[src/design/qpnt_pkg.sv]
// Shared types and constants for the quadratic-probe name table.
// Depends on nothing; imported by qpnt_hash and quadratic_probe_name_table.
`timescale 1ns / 1ps

package qpnt_pkg;

  localparam int unsigned TableSlots = 31;
  localparam int unsigned ProbeLimit = 15;
  localparam int unsigned NameChars  = 7;

  localparam int unsigned CharW   = 16;
  localparam int unsigned ValueW  = 8;
  localparam int unsigned LenInW  = 4;
  localparam int unsigned HashW   = 32;
  localparam int unsigned SlotW   = $clog2(TableSlots);
  localparam int unsigned LenW    = $clog2(NameChars + 1);
  localparam int unsigned ProbeW  = $clog2(ProbeLimit + 1);
  localparam int unsigned NameIdxW = (NameChars > 1) ? $clog2(NameChars) : 1;
  // The hash remainder is worked out two bits per step.
  localparam int unsigned ModSteps = HashW / 2;
  localparam int unsigned ModCntW  = $clog2(ModSteps);
  localparam int unsigned RemW     = SlotW + 2;

  localparam logic [RemW-1:0]  Slots1 = RemW'(TableSlots);
  localparam logic [RemW-1:0]  Slots2 = RemW'(2 * TableSlots);
  localparam logic [RemW-1:0]  Slots3 = RemW'(3 * TableSlots);
  localparam logic [SlotW:0]   SlotsW = (SlotW + 1)'(TableSlots);
  localparam logic [ProbeW-1:0] LastProbe = ProbeW'(ProbeLimit - 1);
  localparam logic [ModCntW-1:0] LastModStep = ModCntW'(ModSteps - 1);

  typedef enum logic [1:0] {
    CmdSet    = 2'd0,
    CmdGet    = 2'd1,
    CmdDelete = 2'd2,
    CmdClear  = 2'd3
  } cmd_e;

  typedef logic [NameChars-1:0][CharW-1:0] name_t;

  typedef struct packed {
    logic            start;
    logic [LenW-1:0] len;
  } hash_req_t;

  typedef struct packed {
    logic             done;
    logic [SlotW-1:0] home;
  } hash_rsp_t;

endpackage

[src/design/qpnt_hash.sv]
// Home-slot unit: one shared 32-bit adder sums the shifted characters, then a
// radix-4 restoring remainder step reduces the sum modulo the table size.
// Depends on qpnt_pkg.
`timescale 1ns / 1ps

module qpnt_hash import qpnt_pkg::*; (
  input  logic      clk_i,
  input  logic      rst_ni,
  input  hash_req_t req_i,
  input  name_t    name_i,
  output hash_rsp_t rsp_o
);

  typedef enum logic [1:0] {
    HIdle,
    HSum,
    HMod,
    HDone
  } hstate_e;

  hstate_e             state_q;
  logic [LenW-1:0]     len_q;
  logic [LenW-1:0]     idx_q;
  logic [ModCntW-1:0]  cnt_q;
  logic [HashW-1:0]    sum_q;
  logic [SlotW-1:0]    rem_q;

  logic [HashW-1:0] term;
  logic [RemW-1:0]  trial;
  logic [RemW-1:0]  rem_next;

  // Character idx shifted left by four bits per position, wrapping at 32 bits.
  assign term = HashW'(HashW'(name_i[idx_q[NameIdxW-1:0]]) << {idx_q, 2'b00});

  assign trial = {rem_q, sum_q[HashW-1 -: 2]};

  always_comb begin
    if (trial >= Slots3) begin
      rem_next = trial - Slots3;
    end else if (trial >= Slots2) begin
      rem_next = trial - Slots2;
    end else if (trial >= Slots1) begin
      rem_next = trial - Slots1;
    end else begin
      rem_next = trial;
    end
  end

  always_ff @(posedge clk_i or negedge rst_ni) begin
    if (!rst_ni) begin
      state_q <= HIdle;
      len_q   <= '0;
      idx_q   <= '0;
      cnt_q   <= '0;
      sum_q   <= '0;
      rem_q   <= '0;
    end else begin
      case (state_q)
        HIdle: begin
          if (req_i.start) begin
            len_q   <= req_i.len;
            idx_q   <= '0;
            sum_q   <= '0;
            state_q <= HSum;
          end
        end
        HSum: begin
          if (idx_q == len_q) begin
            cnt_q   <= '0;
            rem_q   <= '0;
            state_q <= HMod;
          end else begin
            sum_q <= sum_q + term;
            idx_q <= idx_q + LenW'(1);
          end
        end
        HMod: begin
          rem_q <= rem_next[SlotW-1:0];
          sum_q <= sum_q << 2;
          cnt_q <= cnt_q + ModCntW'(1);
          if (cnt_q == LastModStep) begin
            state_q <= HDone;
          end
        end
        HDone: begin
          state_q <= HIdle;
        end
        default: begin
          state_q <= HIdle;
        end
      endcase
    end
  end

  assign rsp_o.done = (state_q == HDone);
  assign rsp_o.home = rem_q;

endmodule

[config.mk]
export PLATFORM = sky130hd
export DESIGN_NAME = qpnt_hash
export DESIGN_NICKNAME = d
export VERILOG_FILES = /design/src/design/qpnt_pkg.sv /design/src/design/qpnt_hash.sv
export SDC_FILE = /design/constraint.sdc
export NUM_CORES = 1
export LEC_CHECK = 0
export ABC_CLOCK_PERIOD_IN_PS = 6700
export BUFFER_PORTS_ARGS = -buffer_cell sky130_fd_sc_hd__buf_2
export CAP_MARGIN = 5
export CELL_PAD_IN_SITES_DETAIL_PLACEMENT = 2
export CELL_PAD_IN_SITES_GLOBAL_PLACEMENT = 2
export CORE_AREA = 2 2 130 132
export CTS_BUF_LIST = sky130_fd_sc_hd__clkbuf_16
export CTS_CLUSTER_SIZE = 25
export DETAILED_ROUTE_END_ITERATION = 7
export DIE_AREA = 0 0 132 134
export PLACE_DENSITY = 0.95
export SLEW_MARGIN = 30
export SYNTH_ARGS = -nofsm -noshare
export SYNTH_HDL_FRONTEND = slang
export SYNTH_SLANG_ARGS = --single-unit
[constraint.sdc]
create_clock -name clk_i -period 6.7 [get_ports clk_i]
set_clock_uncertainty 0.05 [all_clocks]
set_input_delay 1.34 -clock clk_i [delete_from_list [all_inputs] [get_ports clk_i]]
set_output_delay 1.34 -clock clk_i [all_outputs]
set_load 0.1 [all_outputs]
Yosys cells after proc, flatten, opt, wreduce, memory -nomap -nowiden
Cells that the tools add are included.
{"block": "word_totals", "output_inout_bits": 6, "regBits": 49}
{"block": "op_classes", "n_mux": 19, "n_reduce_logical": 9, "eq_ne": 9, "shift": 1, "n_addsub": 6, "n_lt_le_gt_ge": 4}
{"cell": "case mux 32 bit (3 select lines)", "n": 1}
{"cell": "2-to-1 mux 32 bit", "n": 2}
{"cell": "binary-select mux 16 bit (select 3 bit)", "n": 1}
{"cell": "adder 32 bit", "n": 1}
{"cell": "<< shifter 16 x 5 -> 32 bit", "n": 1}
{"cell": "2-to-1 mux 5 bit", "n": 4}
{"cell": "2-to-1 mux 16 bit", "n": 1}
{"cell": "subtractor 5 bit (second input constant)", "n": 3}
{"cell": "case mux 5 bit (2 select lines)", "n": 1}
{"cell": "AND reduction 3 bit", "n": 3}
{"cell": "!= test 2 bit (second input constant)", "n": 4}
{"cell": "case mux 2 bit (4 select lines)", "n": 1}
{"cell": "case mux 4 bit (2 select lines)", "n": 1}
{"cell": ">= comparator 7 x 5 -> 1 bit (second input constant)", "n": 1}
{"cell": ">= comparator 7 x 6 -> 1 bit (second input constant)", "n": 1}
{"cell": ">= comparator 7 bit (second input constant)", "n": 1}
{"cell": "2-to-1 mux 2 bit", "n": 3}
{"cell": "2-to-1 mux 3 bit", "n": 2}
{"cell": "case mux 3 bit (2 select lines)", "n": 1}
{"cell": "adder 4 x 1 -> 4 bit (second input constant)", "n": 1}
{"cell": "== test 2 bit (second input constant)", "n": 2}
{"cell": "== test 4 bit (second input constant)", "n": 1}
{"cell": "less-than comparator 3 x 4 -> 1 bit (second input constant)", "n": 1}
{"cell": "2-to-1 mux 4 bit", "n": 1}
{"cell": "other kinds (7)", "n": 9}

Longest topological paths before layout
Gate-level depths: netlist (run 1).
{"block": "depth", "word_depth": 6, "mapped_depth": 21, "ltp_nobuf": 18}

Least setup slack after synthesis (run 1)
OpenSTA, ideal clock, no wires.
{"block": "synth_path", "path_kind": "input to register", "startpoint": "in name_i[56] (netlist name)", "endpoint": "reg sum_q[24]", "t_required_ns": 6.519, "slack_ns": 2.369, "stages": 16, "arrival_ns": 4.150, "path_cell_list": "mux4_2 > o21ai_0 > mux2_2 > nor2_1 > a21oi_1 > nor2_1 > ha_1 > nand2_2 > nor2b_4 > a221oi_4 > o31ai_4 > a221oi_4 > o211ai_2 > a31oi_2 > xor2_1 > o21ai_1"}
{"block": "synth_via", "elab_chain_len": 6}
{"element": "start: declaration", "line": "qpnt_hash.sv:10", "text": "input name_t name_i,"}
{"element": "binary-select mux 16 bit (select 3 bit)", "line": "qpnt_hash.sv:33", "text": "assign term = HashW'(HashW'(name_i[idx_q[NameIdxW-1:0]]) << {idx_q, 2'b00});"}
{"element": "2-to-1 mux 16 bit (implied by the code)", "line": "qpnt_hash.sv:33"}
{"element": "<< shifter 16 x 5 -> 32 bit", "line": "qpnt_hash.sv:33"}
{"element": "adder 32 bit", "line": "qpnt_hash.sv:73", "text": "sum_q <= sum_q + term;"}
{"element": "2-to-1 mux 32 bit", "line": "qpnt_hash.sv:68", "text": "if (idx_q == len_q) begin"}
{"element": "case mux 32 bit (3 select lines)", "line": "qpnt_hash.sv:58", "text": "case (state_q)"}
{"element": "end signal: assignment", "line": "qpnt_hash.sv:73"}
{"element": "end signal: assignment", "line": "qpnt_hash.sv:79", "text": "sum_q <= sum_q << 2;"}
{"element": "end: declaration", "line": "qpnt_hash.sv:25", "text": "logic [HashW-1:0] sum_q;"}
Every way passes these cells. The select of a mux whose other input is x is not followed.
A chain may end at the register's enable or synchronous reset.

Worst setup path after layout (run 1)
{"block": "layout_path", "startpoint": "reg idx_q[0]", "endpoint": "reg sum_q[13]"}
{"block": "layout_via", "elab_chain_len": 6, "elab_cells_between_ends": 9, "classes_between": "add/sub (1); eq/ne (2); shift (1); mux (4); reduce/logical (1)"}
{"element": "start: declaration", "line": "qpnt_hash.sv:23", "text": "logic [LenW-1:0] idx_q;"}
{"element": "start signal: assignment", "line": "qpnt_hash.sv:74", "text": "idx_q <= idx_q + LenW'(1);"}
{"element": "binary-select mux 16 bit (select 3 bit)", "line": "qpnt_hash.sv:33"}
{"element": "2-to-1 mux 16 bit (implied by the code)", "line": "qpnt_hash.sv:33"}
{"element": "<< shifter 16 x 5 -> 32 bit", "line": "qpnt_hash.sv:33"}
{"element": "adder 32 bit", "line": "qpnt_hash.sv:73"}
{"element": "2-to-1 mux 32 bit", "line": "qpnt_hash.sv:68"}
{"element": "case mux 32 bit (3 select lines)", "line": "qpnt_hash.sv:58"}
Parallel ways exist; a longest one is shown, timed or not. The select of a mux whose other input is x is not followed.

==> results of run 1 <==
sequential cells by signal (all words and copies together) (netlist names):
register  flops
len_q         3
sum_q        32
rem_q         5
idx_q         3
cnt_q         4
state_q       2
cell type report:
cell class,instances,area (sq um),area share (%)
inverter,18,67.6,1.03
multi-input combinational,565,4130,63.0
timing repair buffer,130,681,10.4
sequential,49,1230,18.8
clock inverter,3,43.8,0.668
tap,220,275,4.20
clock buffer,5,125,1.91
stage by stage:
step,total power [mW],area [sq um]
global placement,3.00,6380
detailed placement,3.28,6380
global route,3.91,6550
finish,3.69,6550
CTS,3.64,6550
floorplan,2.44,5610
worst max-delay path by stage:
| stage | slack, ns | cells after the start | from | to |
|---|---|---|---|---|
| 2_1_floorplan | 2.37 | 16 | name_i[56] | sum_q[24] |
| 3_3_place_gp | 1.62 | 17 | name_i[54] | sum_q[21] |
| 3_5_place_dp | 1.34 | 17 | name_i[56] | sum_q[31] |
| 4_1_cts | 1.42 | 17 | idx_q[0] | sum_q[31] |
| 5_1_grt | 1.06 | 16 | idx_q[0] | sum_q[13] |
| 6_report | 1.35 | 16 | idx_q[0] | sum_q[13] |
cells in the final DEF (no fill, tap or decap), types with 6 or more instances in the layout:
cell      netlist  routed
a211oi_1        7       7
a21o_1         20      20
a21oi_1        43      43
a22o_1         10      10
a22oi_1        26      26
buf_2           5     123
buf_4           5       6
dfrtp_1        49      46
ha_1           44      44
inv_1          17      17
mux2_2         15      15
mux2i_1        25      25
mux4_2         12      12
nand2_1        72      72
nand2b_1       14      14
nand3_1         8       8
nor2_1         47      47
nor2b_1        18      18
nor3_1          7       7
o211ai_1       17      17
o21ai_0        60      60
o21ai_1        12      12
xnor2_1        18      18
xor2_1         17      17
metal layers:
| layer | part of all wire [%] | vias to the layer above | wire length (microns) | global-route usage (%) |
|---|---|---|---|---|
| li1 | - | 2673 | - | - |
| met1 | 37 | 3072 | 9690 | 32.0 |
| met2 | 53 | 220 | 13600 | 53.2 |
| met3 | 4.6 | 96 | 1200 | 5.33 |
| met4 | 5.5 | 0 | 1420 | 15.8 |
| met5 | 0 | - | 0 | 0 |
critical path: stages (launching register included):
cell and delay, ns:
dfrtp_2 0.90, buf_12 0.33, mux4_2 0.53, o21ai_0 0.39, mux2_2 0.29, nor2_1 0.05, a21oi_1 0.15, nor2_1 0.10
ha_1 0.49, nand2_2 0.12, a21oi_1 0.19, nand4_1 0.19, and2b_1 0.26, o21bai_2 0.26, xor2_1 0.34, a22oi_1 0.17
o21ai_0 0.36
Yosys cell counts (4+ instances only):
library cell  instances
nand3_1               8
a31oi_1               4
a221oi_1              4
a22oi_1              26
nand2b_1             14
o21bai_1              4
buf_2                 5
a22o_1               10
ha_1                 44
nor2b_1              18
nor2_1               47
a211oi_1              7
buf_4                 5
dfrtp_1              49
o211ai_1             17
mux2i_1              25
a21oi_1              43
mux4_2               12
inv_1                17
a221o_1               4
o21ai_1              12
xor2_1               17
nand2_1              72
o22ai_1               5
mux2_2               15
nor3_1                7
o21a_1                4
xnor2_1              18
a21o_1               20
o21ai_0              60
clkbuf_1             23
cell families (layout without fill, tap and decap cells):
kind of cell | after synthesis | count (layout)
AOI/OAI and AO/OA | 243 | 243
xor gates and xnor gates | 35 | 35
adders and majority gates | 45 | 45
buffers and inverters | 56 | 156
DFF | 49 | 49
muxes | 52 | 52
and+or+nand+nor | 190 | 190
where the power goes:
| part | switching [mW] | total [mW] | internal [mW] |
|---|---|---|---|
| Sequential | 0.215 | 0.610 | 0.395 |
| Clock | 0.136 | 0.313 | 0.178 |
| Combinational | 1.82 | 2.77 | 0.955 |
==> impl_metrics.json, run 1 <==
{
  "power_per_cell_area_nw_per_um2": 564,
  "n_antenna_cell": 0,
  "cap_viol_max_count": 0,
  "yosys.area_share.simple_pct": 16.1,
  "ant_nets": 0,
  "nets": 932,
  "synth-adder-area-share_pct": 10.2,
  "drc": 0,
  "arrival_ns": 5.49,
  "die_w_microns": 132,
  "total_leakage_power_nw": 2.97,
  "max_freq_mhz": 187,
  "reg2reg_from": "idx_q[0]",
  "rrSetupSlack_ns": 1.35,
  "synth_top_area_share_pct": 21.9,
  "clock_path_buffers": 2,
  "rows": 47,
  "fill_cells": 1865,
  "muxShareOfSynthArea_pct": 12.3,
  "timing.final.ws_setup_ns": 1.35,
  "initial_core_util_pct": 34.4,
  "fin_crit_sh_pct": 79.9,
  "drt-initial-drc-count": 387,
  "area_delta_synth_final_pct": 16.9,
  "portBuffers": 123,
  "maxSlewViolCount": 0,
  "holdPathEnd": "cnt_q[0]",
  "grt_pass1_wl_microns": 39900,
  "synth-xor-area-share_pct": 5.47,
  "tightest_slew_ns": 0.984,
  "synthTopCellsByArea": "dfrtp_1 (22%), ha_1 (9.8%), o21ai_0 (5.4%)",
  "ctsResizeCount": 0,
  "synth_compound_area_share_pct": 29.7,
  "cts.clk_slew.worst_paths_ns": 0.08,
  "track_usage_pct": 29.1,
  "synth_seq_cells": 49,
  "ys_async_sr_fraction_pct": 100,
  "antenna_found_initial": 0,
  "critPathKind": "reg2reg",
  "avgSynthCellArea_sq_um": 8.37,
  "dieArea_sq_um": 17700,
  "max_slew_margin_pct": 34.4,
  "reg2regPathDepth": 16,
  "fin_tns_setup_ns": 0,
  "synth_flop_cell": "dfrtp_1",
  "viasPerCell": 6.12,
  "period_needed_ns": 5.35,
  "clock-sinks": 49,
  "outcome": "complete, no violations",
  "fin_cells": 990,
  "gp_congestion": 0.902,
  "hold_path_class": "reg2reg",
  "htree_levels": 2,
  "synth.distinct_cells": 64,
  "endpoint_kind": "flop",
  "seq_area_frac_synth_pct": 21.9,
  "rsz0062_at_grt": "false",
  "setup_viol_count_final": 0,
  "grt_pass1_vias": 6876,
  "ios": 124,
  "cts_setup_buffers": 0,
  "clockRootBuffer": "clkbuf_16",
  "hold_ws_ns": 0.486,
  "die_y_microns": 134,
  "cts_tree": "yes",
  "timing.final.hold_violations": 0,
  "drive_above_1_share_pct": 24.2,
  "ys_warn_count": 0,
  "holdPathStages": 1,
  "synth_top_family_by_area": "compound AO/OA/AOI/OAI gates",
  "hold_buffers": 0,
  "fin_util_pct": 40.2,
  "dp.cells": 982,
  "core_sq_um": 16300,
  "yosys.area.top_type": "dfrtp_1",
  "overflow": 0,
  "critical_path.max_fanout": 44,
  "avgRoutedWirePerCell_microns": 26.2,
  "numCtsBuffers": 5,
  "grt_max_degree": 50,
  "routed_wl_microns": 25900,
  "netlist_instances": 670,
  "ir_worst_vdd_v": 0.000244,
  "reg2reg_to": "sum_q[13]",
  "hpwl_microns": 20200,
  "post-place-ws_ns": 1.34,
  "cp-start-kind": "flop",
  "min_from": "cnt_q[0]",
  "synth_fp_nets": 833,
  "drt-pass1-iter-count": 5,
  "synth_edf_count": 0,
  "insertion_delay_ns": 0.32,
  "syn_area_sq_um": 5610,
  "vias": 6061,
  "required_ns": 6.84
}
(Power assumes the default switching activity.)
==> run 2: changes to the inputs <==
--- a/config.mk
+++ b/config.mk
@@ -5,17 +5,17 @@
 export SDC_FILE = /design/constraint.sdc
 export NUM_CORES = 1
 export LEC_CHECK = 0
-export ABC_CLOCK_PERIOD_IN_PS = 6700
+export ABC_CLOCK_PERIOD_IN_PS = 4450
 export BUFFER_PORTS_ARGS = -buffer_cell sky130_fd_sc_hd__buf_2
 export CAP_MARGIN = 5
 export CELL_PAD_IN_SITES_DETAIL_PLACEMENT = 2
 export CELL_PAD_IN_SITES_GLOBAL_PLACEMENT = 2
-export CORE_AREA = 2 2 130 132
+export CORE_AREA = 2 2 140 142
 export CTS_BUF_LIST = sky130_fd_sc_hd__clkbuf_16
 export CTS_CLUSTER_SIZE = 25
 export DETAILED_ROUTE_END_ITERATION = 7
-export DIE_AREA = 0 0 132 134
-export PLACE_DENSITY = 0.95
+export DIE_AREA = 0 0 142 144
+export PLACE_DENSITY = 0.89
 export SLEW_MARGIN = 30
 export SYNTH_ARGS = -nofsm -noshare
 export SYNTH_HDL_FRONTEND = slang
==> constraint.sdc (replaced) <==
create_clock -name clk_i -period 4.45 [get_ports clk_i]
set_clock_uncertainty 0.05 [all_clocks]
set_input_delay 0.89 -clock clk_i [delete_from_list [all_inputs] [get_ports clk_i]]
set_output_delay 0.89 -clock clk_i [all_outputs]
set_load 0.1 [all_outputs]
==> run 2 against run 1 <==
Compared with the run above: the run now ends with setup timing left; critical path depth up 2; die area up 16%; final cell count up 6.8%; critical path type unchanged; critical endpoint is now sum_q[31]; largest cell class unchanged; largest power group unchanged.
==> impl_metrics.json, run 2 (same netlist as run 1, synthesis figures left out) <==
{
  "outcome": "complete, but fails checks",
  "violations": "setup timing",
  "max_slew_margin_pct": 30.4,
  "placed_cell_area_sq_um": 6680,
  "vias": 6145,
  "die_y_microns": 144,
  "tightest_slew_ns": 1.04,
  "stdcell_area_sq_um": 7050,
  "crit_cells": 18,
  "core_sq_um": 19100,
  "overflow": 0,
  "pwr-share-comb_pct": 77.6,
  "clock_path_buffers": 2,
  "avgRoutedWirePerCell_microns": 24.6,
  "cap_viol_max_count": 0,
  "arrival_ns": 4.63,
  "insertion_delay_ns": 0.31,
  "area_delta_synth_final_pct": 25.7,
  "min_from": "cnt_q[1]",
  "grt_pass1_wl_microns": 36600,
  "cp_slowest_cell": "dfrtp_4",
  "grt_max_degree": 41,
  "portBuffers": 123,
  "crit_family": "compound AO/OA/AOI/OAI gates",
  "rrSetupSlack_ns": -0.07,
  "routed_wl_microns": 26000,
  "dp.cells": 1033,
  "critical_path.max_fanout": 9,
  "fin_cells": 1057,
  "ios": 124,
  "cp_cell_sequence": "buf_12 -> mux4_2 -> o21ai_0 -> mux2_2 -> nor2_1 -> a21oi_1 -> nor2_1 -> ha_1 -> buf_4 -> a21oi_1 -> o21ai_1 -> nor2b_1 -> a221o_1 -> a31o_1 -> a21oi_2 -> a31oi_2 -> xnor2_1 -> o21ai_1",
  "n_antenna_cell": 0,
  "grt_pass1_vias": 6546,
  "timing.final.hold_violations": 0,
  "p_seq_share_pct": 13.8,
  "total_leakage_power_nw": 3.24,
  "rows": 51,
  "hold_ws_ns": 0.483,
  "ir_worst_vdd_v": 0.000212,
  "track_usage_pct": 23.0,
  "cts_tree": "yes",
  "fill_cells": 2135,
  "drt-pass1-iter-count": 5,
  "timing.final.ws_setup_ns": -0.0740,
  "maxSlewViolCount": 0,
  "cp_num_buf_inv": 2,
  "drc": 0,
  "initial_core_util_pct": 29.4,
  "dieArea_sq_um": 20400,
  "drive_above_1_share_pct": 30.0,
  "numCtsBuffers": 5,
  "rsz0062_at_grt": "true",
  "p_clk_share_pct": 8.7,
  "fin_tns_setup_ns": -0.0787,
  "die_w_microns": 142,
  "layout_commonest_cell": "buf_2",
  "holdPathEnd": "cnt_q[1]",
  "hold_buffers": 0,
  "drt-initial-drc-count": 361,
  "fin_crit_sh_pct": 102,
  "ant_nets": 0,
  "p_sw_mw": 3.34,
  "cp-start-kind": "flop",
  "reg2regPathDepth": 18,
  "required_ns": 4.56,
  "clock-sinks": 49,
  "final_cell_mix": "buf_2 (123), nand2_1 (72), o21ai_0 (58), buf_4 (52), dfrtp_1 (47)",
  "max_freq_mhz": 221,
  "cts.clk_slew.worst_paths_ns": 0.08,
  "post-place-ws_ns": -0.225,
  "reg2reg_from": "idx_q[0]",
  "viasPerCell": 5.81,
  "antenna_found_initial": 0,
  "nets": 981,
  "critPathKind": "reg2reg",
  "slowest_delay_ns": 0.53,
  "holdPathStages": 1,
  "p_int_mw": 2.71,
  "endpoint_kind": "flop",
  "htree_levels": 2,
  "switching_share_pct": 55.2,
  "top_regs": "sum_q: 32 flops, rem_q: 5 flops, cnt_q: 4 flops",
  "clockRootBuffer": "clkbuf_16",
  "setup_viol_count_final": 2,
  "largest_reg_flops": 32,
  "hpwl_microns": 18800,
  "largest_register": "sum_q",
  "hold_path_class": "reg2reg",
  "reg2reg_to": "sum_q[31]",
  "gp_congestion": 0.864,
  "period_needed_ns": 4.52,
  "power_per_cell_area_nw_per_um2": 858
}
run 2: repair_timing:
item	CTS	global route
endpoints found under the setup margin	6	19
gates resized for setup	2	13
pin swaps	0	6
endpoints found under the hold margin	0	0
buffers inserted	1	15
run 2: worst max-delay path by stage:
stage | from | end | slack [ns]
floorplan | idx_q[0] | sum_q[28] | 0.55
global placement | name_i[52] | sum_q[31] | -0.01
detailed placement | name_i[52] | sum_q[31] | -0.22
CTS | idx_q[0] | sum_q[31] | 0.01
global route | idx_q[0] | sum_q[31] | -0.18
finish | idx_q[0] | sum_q[31] | -0.07
run 2: final cells by class:
cell class              count  area (sq um)  share of cell area (%)
clock inverters             3          68.8                   0.976
well taps                 238           298                    4.22
flip-flops and latches     49          1230                    17.5
multi-input cells         565          4180                    59.3
inverters                  18          67.6                   0.958
clock buffers               5           125                    1.77
repair buffers            179          1080                    15.3
run 2: metal layers:
layer  vias up  wire [microns]  GRT usage, %
li1       2764               -             -
met1      3133           10500          27.2
met2       187           13400          41.2
met3        61            1160          3.91
met4         0            1060          9.58
met5         -               0             0
run 2: power by group through the flow:
stage | clock [mW] | sequential [mW] | combinational [mW]
2_1_floorplan | 0 | 0.824 | 2.86
3_3_place_gp | 0 | 0.828 | 4.03
3_5_place_dp | 0 | 0.852 | 4.29
4_1_cts | 0.529 | 0.834 | 4.39
5_1_grt | 0.544 | 0.854 | 5.00
6_report | 0.523 | 0.834 | 4.69
run 2: through the flow:
step           utilization [%]  power (mW)
3_3_place_gp              35.0        4.86
4_1_cts                   36.1        5.75
6_report                  37.0        6.05
5_1_grt                   37.0        6.40
3_5_place_dp              35.0        5.14
2_1_floorplan                -        3.68
